--- config.mk ---
export PLATFORM = sky130hd
export DESIGN_NAME = magic_length_checksum_deframer
export DESIGN_NICKNAME = d
export VERILOG_FILES = /design/src/mlcd_pkg.sv /design/src/mlcd_parser.sv /design/src/mlcd_out_reg.sv /design/src/magic_length_checksum_deframer.sv
export SDC_FILE = /design/constraint.sdc
export NUM_CORES = 1
export LEC_CHECK = 0
export BUFFER_PORTS_ARGS = -buffer_cell sky130_fd_sc_hd__buf_2
export CAP_MARGIN = 20
export CORE_MARGIN = 4
export CORE_UTILIZATION = 62
export CTS_CLUSTER_DIAMETER = 200
export DETAILED_ROUTE_END_ITERATION = 16
export PLACE_DENSITY_LB_ADDON = 0.05
export SYNTH_ARGS = -nofsm -noshare
export SYNTH_HDL_FRONTEND = slang
export SYNTH_HIERARCHICAL = 1
export SYNTH_SLANG_ARGS = --single-unit
--- constraint.sdc ---
create_clock -name clk -period 9.01 [get_ports clk]
set_clock_uncertainty 0.2 [all_clocks]
set_input_delay 0.901 -clock clk [delete_from_list [all_inputs] [get_ports clk]]
set_output_delay 0.901 -clock clk [all_outputs]
set_load 0.03 [all_outputs]
--- src/mlcd_pkg.sv ---
// Shared types, constants and a helper function for the magic/length/checksum deframer.
`default_nettype none
package mlcd_pkg;

  localparam int BUFFER_BYTES = 512;
  localparam int MAX_PAYLOAD = 256;

  localparam int BYTE_W = 8;
  localparam int MAGIC_W = 16;
  localparam int LEN_W = 9;
  localparam int STATUS_W = 2;
  localparam int CFG_IDX_W = 2;
  localparam int CFG_DATA_W = 16;

  localparam int POS_W = $clog2(BUFFER_BYTES + 1);
  localparam int CMP_W = ((POS_W > LEN_W) ? POS_W : LEN_W) + 2;

  localparam int HDR_BYTES = 4;
  localparam int FRAME_OVERHEAD = 6;

  localparam logic [BYTE_W-1:0] MOD_SUM = 8'hFF;

  localparam logic [CFG_IDX_W-1:0] CFG_MAGIC_WORD = 2'd0;
  localparam logic [CFG_IDX_W-1:0] CFG_MAX_LEN = 2'd1;

  localparam logic [LEN_W-1:0] MAX_LEN_RESET = 9'd256;

  typedef enum logic [STATUS_W-1:0] {
    STATUS_NONE   = 2'd0,
    STATUS_GOOD   = 2'd1,
    STATUS_REJECT = 2'd2
  } status_t;

  typedef struct packed {
    logic                 payload_valid;
    logic [BYTE_W-1:0]    payload_byte;
    status_t              frame_status;
    logic [LEN_W-1:0]     frame_length;
  } result_t;

  // Sum of two bytes reduced modulo 255.
  function automatic logic [BYTE_W-1:0] add_mod255(input logic [BYTE_W-1:0] a,
                                                   input logic [BYTE_W-1:0] b);
    logic [BYTE_W:0] s;
    logic [BYTE_W:0] r;
    s = {1'b0, a} + {1'b0, b};
    if (s >= {MOD_SUM, 1'b0}) begin
      r = s - {MOD_SUM, 1'b0};
    end else if (s >= {1'b0, MOD_SUM}) begin
      r = s - {1'b0, MOD_SUM};
    end else begin
      r = s;
    end
    return r[BYTE_W-1:0];
  endfunction

endpackage
`default_nettype wire

--- src/mlcd_parser.sv ---
// Frame parser: position tracking, length check and running Fletcher-16 sums.
`default_nettype none
module mlcd_parser
  import mlcd_pkg::*;
(
  input  wire logic                  clk,
  input  wire logic                  rst,
  input  wire logic                  step,
  input  wire logic [BYTE_W-1:0]     data,
  input  wire logic [MAGIC_W-1:0]    magic_word,
  input  wire logic [LEN_W-1:0]      max_payload_len,
  output result_t                    result
);

  logic [POS_W-1:0]  position;
  logic [LEN_W-1:0]  payload_length;
  logic [BYTE_W-1:0] length_high;
  logic [BYTE_W-1:0] sum_low;
  logic [BYTE_W-1:0] sum_high;
  logic [BYTE_W-1:0] check_high;

  logic [POS_W-1:0]  position_next;
  logic [LEN_W-1:0]  payload_length_next;
  logic [BYTE_W-1:0] length_high_next;
  logic [BYTE_W-1:0] sum_low_next;
  logic [BYTE_W-1:0] sum_high_next;
  logic [BYTE_W-1:0] check_high_next;

  logic [15:0]       limit;
  logic [15:0]       rx_length;
  logic [CMP_W-1:0]  pos_x;
  logic [CMP_W-1:0]  pos_inc;
  logic [CMP_W-1:0]  len_x;

  always_comb begin
    if (16'(MAX_PAYLOAD) < {7'd0, max_payload_len}) begin
      limit = 16'(MAX_PAYLOAD);
    end else begin
      limit = {7'd0, max_payload_len};
    end
  end

  assign rx_length = {length_high, data};
  assign pos_x = CMP_W'(position);
  assign pos_inc = pos_x + CMP_W'(1);
  assign len_x = CMP_W'(payload_length);

  always_comb begin
    position_next = position;
    payload_length_next = payload_length;
    length_high_next = length_high;
    sum_low_next = sum_low;
    sum_high_next = sum_high;
    check_high_next = check_high;
    result = '{payload_valid: 1'b0, payload_byte: '0, frame_status: STATUS_NONE,
               frame_length: '0};

    if (position == POS_W'(0)) begin
      if (data == magic_word[15:8]) begin
        position_next = POS_W'(1);
      end
    end else if (position == POS_W'(1)) begin
      position_next = (data == magic_word[7:0]) ? POS_W'(2) : POS_W'(0);
    end else if (position == POS_W'(2)) begin
      length_high_next = data;
      position_next = POS_W'(3);
    end else if (position == POS_W'(3)) begin
      if (rx_length > limit) begin
        position_next = POS_W'(0);
      end else begin
        payload_length_next = rx_length[LEN_W-1:0];
        sum_low_next = '0;
        sum_high_next = '0;
        position_next = POS_W'(HDR_BYTES);
      end
    end else if (pos_x < CMP_W'(BUFFER_BYTES)) begin
      if (pos_x < len_x + CMP_W'(HDR_BYTES)) begin
        sum_low_next = add_mod255(sum_low, data);
        sum_high_next = add_mod255(sum_high, sum_low_next);
        result.payload_valid = 1'b1;
        result.payload_byte = data;
      end else if (pos_x == len_x + CMP_W'(HDR_BYTES)) begin
        check_high_next = data;
      end
      if (pos_inc == len_x + CMP_W'(FRAME_OVERHEAD)) begin
        if (payload_length != '0 &&
            {check_high_next, data} == {sum_high_next, sum_low_next}) begin
          result.frame_status = STATUS_GOOD;
          result.frame_length = payload_length;
        end else begin
          result.frame_status = STATUS_REJECT;
        end
        position_next = POS_W'(0);
      end else begin
        position_next = pos_inc[POS_W-1:0];
      end
    end else begin
      position_next = POS_W'(0);
    end
  end

  always_ff @(posedge clk) begin
    if (rst) begin
      position <= '0;
      payload_length <= '0;
      length_high <= '0;
      sum_low <= '0;
      sum_high <= '0;
      check_high <= '0;
    end else if (step) begin
      position <= position_next;
      payload_length <= payload_length_next;
      length_high <= length_high_next;
      sum_low <= sum_low_next;
      sum_high <= sum_high_next;
      check_high <= check_high_next;
    end
  end

  a_position_bounded: assert property (@(posedge clk) disable iff (rst)
    position <= POS_W'(BUFFER_BYTES))
    else $error("Frame position ran past the buffer size.");

  a_good_has_length: assert property (@(posedge clk) disable iff (rst)
    (step && result.frame_status == STATUS_GOOD) |=>
      (position == POS_W'(0) && $past(payload_length) != '0))
    else $error("Good frame reported without a payload or without returning to hunt.");

  a_payload_not_end: assert property (@(posedge clk) disable iff (rst)
    (step && result.payload_valid) |-> (result.frame_status == STATUS_NONE &&
      position >= POS_W'(HDR_BYTES)))
    else $error("Payload byte reported outside the payload section.");

endmodule
`default_nettype wire

--- src/mlcd_out_reg.sv ---
// Result register that holds one result word until the receiver takes it.
`default_nettype none
module mlcd_out_reg
  import mlcd_pkg::*;
(
  input  wire logic                  clk,
  input  wire logic                  rst,
  input  wire logic                  load,
  input  wire result_t               result,
  output logic                       can_load,
  output logic                       out_valid,
  input  wire logic                  out_ready,
  output logic                       payload_valid,
  output logic [BYTE_W-1:0]          payload_byte,
  output logic [STATUS_W-1:0]        frame_status,
  output logic [LEN_W-1:0]           frame_length
);

  result_t held;

  assign can_load = !out_valid || out_ready;

  always_ff @(posedge clk) begin
    if (rst) begin
      out_valid <= 1'b0;
    end else if (load) begin
      out_valid <= 1'b1;
    end else if (out_ready) begin
      out_valid <= 1'b0;
    end
  end

  always_ff @(posedge clk) begin
    if (load) begin
      held <= result;
    end
  end

  assign payload_valid = held.payload_valid;
  assign payload_byte = held.payload_byte;
  assign frame_status = held.frame_status;
  assign frame_length = held.frame_length;

  a_load_shows: assert property (@(posedge clk) disable iff (rst)
    load |=> out_valid)
    else $error("Loaded result word is not presented.");

  a_no_overwrite: assert property (@(posedge clk) disable iff (rst)
    load |-> can_load)
    else $error("Result word overwritten before it was taken.");

endmodule
`default_nettype wire

--- src/magic_length_checksum_deframer.sv ---
// Top level of the magic/length/checksum deframer with input stage and config registers.
//
// The input channel (in_valid, in_ready, rx_byte) takes one received byte per word.
// Every accepted byte produces exactly one result word on the output channel
// (out_valid, out_ready, payload_valid, payload_byte, frame_status, frame_length).
// The parser hunts for the two-byte magic word, reads a big-endian length, passes
// payload bytes out as they arrive and checks a big-endian Fletcher-16 at the end.
// An accepted byte first sits in the input register; the parser result for it is then
// loaded into the result register once that register can take it, raising out_valid.
// Throughput is one byte per cycle while the receiver does not stall; the parser
// step sets it, its state update and mod-255 adds completing between the two registers.
// When the receiver stalls, the result register holds its word, the input register
// fills, and in_ready drops; a word is taken in the same cycle the output drains.
// Reset clears the position to hunting, the sums to zero, the magic word to zero
// and the payload limit to 256; no clearing pass is needed.
// The config channel (cfg_valid, cfg_ready, cfg_index, cfg_data) is always ready;
// index 0 writes the magic word and index 1 the payload limit, other indexes are
// ignored. Write it only while the block is idle.
`default_nettype none
module magic_length_checksum_deframer
  import mlcd_pkg::*;
(
  input  wire logic                  clk,
  input  wire logic                  rst,
  input  wire logic                  in_valid,
  output logic                       in_ready,
  input  wire logic [BYTE_W-1:0]     rx_byte,
  output logic                       out_valid,
  input  wire logic                  out_ready,
  output logic                       payload_valid,
  output logic [BYTE_W-1:0]          payload_byte,
  output logic [STATUS_W-1:0]        frame_status,
  output logic [LEN_W-1:0]           frame_length,
  input  wire logic                  cfg_valid,
  output logic                       cfg_ready,
  input  wire logic [CFG_IDX_W-1:0]  cfg_index,
  input  wire logic [CFG_DATA_W-1:0] cfg_data
);

  logic [MAGIC_W-1:0] magic_word;
  logic [LEN_W-1:0]   max_payload_len;

  logic               stage_valid;
  logic [BYTE_W-1:0]  stage_byte;
  logic               can_load;
  logic               step;
  result_t            result;

  assign cfg_ready = 1'b1;
  assign step = stage_valid && can_load;
  assign in_ready = !stage_valid || can_load;

  always_ff @(posedge clk) begin
    if (rst) begin
      magic_word <= '0;
      max_payload_len <= MAX_LEN_RESET;
    end else if (cfg_valid && cfg_ready) begin
      case (cfg_index)
        CFG_MAGIC_WORD: magic_word <= cfg_data[MAGIC_W-1:0];
        CFG_MAX_LEN:    max_payload_len <= cfg_data[LEN_W-1:0];
        default: begin
        end
      endcase
    end
  end

  always_ff @(posedge clk) begin
    if (rst) begin
      stage_valid <= 1'b0;
    end else if (in_valid && in_ready) begin
      stage_valid <= 1'b1;
    end else if (step) begin
      stage_valid <= 1'b0;
    end
  end

  always_ff @(posedge clk) begin
    if (in_valid && in_ready) begin
      stage_byte <= rx_byte;
    end
  end

  mlcd_parser u_parser (
    .clk             (clk),
    .rst             (rst),
    .step            (step),
    .data            (stage_byte),
    .magic_word      (magic_word),
    .max_payload_len (max_payload_len),
    .result          (result)
  );

  mlcd_out_reg u_out_reg (
    .clk           (clk),
    .rst           (rst),
    .load          (step),
    .result        (result),
    .can_load      (can_load),
    .out_valid     (out_valid),
    .out_ready     (out_ready),
    .payload_valid (payload_valid),
    .payload_byte  (payload_byte),
    .frame_status  (frame_status),
    .frame_length  (frame_length)
  );

  a_stall_only_full: assert property (@(posedge clk) disable iff (rst)
    !in_ready |-> (stage_valid && out_valid))
    else $error("Input stalled while a stage was free.");

endmodule
`default_nettype wire
==> impl_metrics.tcl <==
set metrics [dict create \
    period_share 0.838 \
    ys_types 94 \
    rsz0062_at_grt "false" \
    wire_per_inst_um 19.3 \
    crit_type "reg -> reg" \
    nFillCells 1008 \
    drtAntennaViolNets 0 \
    clk_latency_ns 0.36 \
    syn_avg_cell_area_um2 8.98 \
    clockRootBuffer "clkbuf_16" \
    core_region_area_mm2 0.0122 \
    cts_max_path_buffers 2 \
    grt_antenna_before_repair 0 \
    slew-limit-headroom 0.378 \
    ir_worst_vdd_uv 124 \
    timing.final.crit_period_ns 7.55 \
    worstPathArrival_ns 7.46 \
    slew_violations 0 \
    endpoint_kind "flip-flop" \
    die_h_um 120 \
    clock_sinks 106 \
    dpl_cell_area_mm2 0.00815 \
    route.detailed.drc 0 \
    htree_num_levels 3 \
    final_nets 979 \
    vias 6788 \
    drt_pass1_iterations 5 \
    syn_to_final_growth_pct 8.41 \
    synth_ff_type "dfxtp_1" \
    final-hold-violation-count 0 \
    vias_per_cell 6.36 \
    drive_gt1_frac 0.121 \
    leakage_nw 3.22 \
    cts_made_buffers 9 \
    wirelength_um 20600 \
    crit_top_cell "ha_1" \
    cts_tree "built" \
    async_flop_share 0 \
    synth-edff-count 28 \
    drt-initial-drc-count 564 \
    cp_num_buf_inv 2 \
    clk_pin_slew_ns 0.08 \
    layout_commonest_cell "dfxtp_1" \
    routabilityCongestion 0.956 \
    cts_hold_buf 0 \
    io_buffers 52 \
    worstSetupStartpointType "flip-flop" \
    hp-class "reg -> reg" \
    hpwl_um 15400 \
    start_util 0.641 \
    tns_ns 0 \
    grt_usage 0.293 \
    grt_first_pass_wirelength_um 33700 \
    outcome "finished clean" \
    rows 40 \
    ys_seq_area_frac 0.308 \
    cts_resized 0 \
    max_stage_delay_ns 0.68 \
    crit_path_top_delay_cell "or4_1" \
    io-pin-count 54 \
    insertedDiodeCount 0 \
    ys_ff_latch 106 \
    tightestPinTransition_ns 0.932 \
    critical_path.top_delay_family "compound AO/OA/AOI/OAI gates" \
    gr-total-overflow 0 \
    clock.fmax_mhz 132 \
    grt_pass1_vias 6483 \
    ys_warn_count 6 \
    cts_setup_buffers 0 \
    synth_nets 952 \
    crit_required_ns 8.92 \
    grt_max_degree 83 \
    power.density_mw_per_mm2 124 \
    syn-cell-area_mm2 0.00780 \
    setup_viol 0 \
    design_area_mm2 0.00845 \
    cp_max_fo 11 \
    dieArea_mm2 0.0144 \
    netlist_instances 868 \
    die_width_um 120 \
    cap_violations 0 \
    final_cell_mix "78 x dfxtp_1, 74 x nor2_1, 56 x mux2i_1, 54 x xnor2_1, 53 x nand2_1" \
]
==> final cells by class <==
cell class | instances | area [um^2] | share of cell area
repair buffers | 59 | 313 | 0.0370
flip-flops and latches | 106 | 2400 | 0.284
multi-input cells | 689 | 5110 | 0.604
clock buffers | 9 | 225 | 0.0266
well taps | 168 | 210 | 0.0249
inverters | 30 | 113 | 0.0133
clock inverters | 7 | 82.6 | 0.00977
==> tightest hold or removal path: stages, from the launching register on <==
cell	delay, ns
dfxtp_1	0.31
nand2b_1	0.06
mux2i_1	0.06
==> flip-flops by register name, indices dropped and copies added (netlist names), 9 cells and up <==
signal,count
u_out_reg/frame_length,9
magic_word,16
u_parser/payload_length,9
max_payload_len,9
u_parser/position,10
==> kinds of logic (layout without fill, tap and decap cells) <==
| family | count (synthesis) | in the layout | synth area share |
|---|---|---|---|
| other cells | 1 | 1 | 0.000481 |
| compound gates | 177 | 177 | 0.168 |
| simple gates | 317 | 317 | 0.226 |
| flops | 106 | 106 | 0.308 |
| fa+ha+maj | 53 | 53 | 0.0870 |
| xor+xnor | 83 | 83 | 0.0977 |
| buf+inv | 73 | 105 | 0.0383 |
| mux | 58 | 58 | 0.0748 |
==> synthesized netlist by cell type, types with 26 or more instances <==
master	n	area, um^2
o21ai_0	28	140
xor2_1	26	228
nor2_1	74	278
nand2b_1	45	282
ha_1	51	638
nand2_1	53	199
edfxtp_1	28	841
a21oi_1	26	130
inv_1	29	109
mux2i_1	56	561
clkbuf_1	34	128
xnor2_1	54	473
dfxtp_1	78	1560
==> worst paths after layout <==
kind,from,end,slack [ns],cells past startpoint
worst min-delay path,max_payload_len[0],max_payload_len[0],0.28,2
worst min register to register,max_payload_len[0],max_payload_len[0],0.28,2
worst max-delay path,stage_byte[0],u_out_reg/frame_status[1],1.46,25
worst max register to register,stage_byte[0],u_out_reg/frame_status[1],1.46,25
==> where the power goes <==
part / total [mW] / leakage [nW] / switching [mW] / internal, mW
Combinational: 0.126 / 2.18 / 0.0764 / 0.0500
Clock: 0.410 / 0.150 / 0.189 / 0.221
Sequential: 0.513 / 0.893 / 0.0147 / 0.498
Total: 1.05 / 3.22 / 0.280 / 0.769
==> metal layers <==
layer / track usage / share of wire / vias to the layer above
met5: 0 / 0 / -
met4: 0.0795 / 0.019 / 0
met3: 0.0598 / 0.073 / 27
met2: 0.476 / 0.47 / 276
met1: 0.396 / 0.44 / 3261
li1: - / - / 3224
==> per-stage QoR <==
stage	std cells	util	power [mW]	setup WS [ns]	hold slack [ns]
floorplan	868	-	0.610	2.53	0.248
global placement	1052	0.670	0.645	1.76	0.258
detailed placement	1052	0.670	0.648	1.54	0.271
CTS	1068	0.695	1.05	1.53	0.287
global route	1068	0.695	1.09	0.993	0.305
finish	1068	0.695	1.05	1.46	0.281
Note: power is estimated with default switching activity, not from simulation.
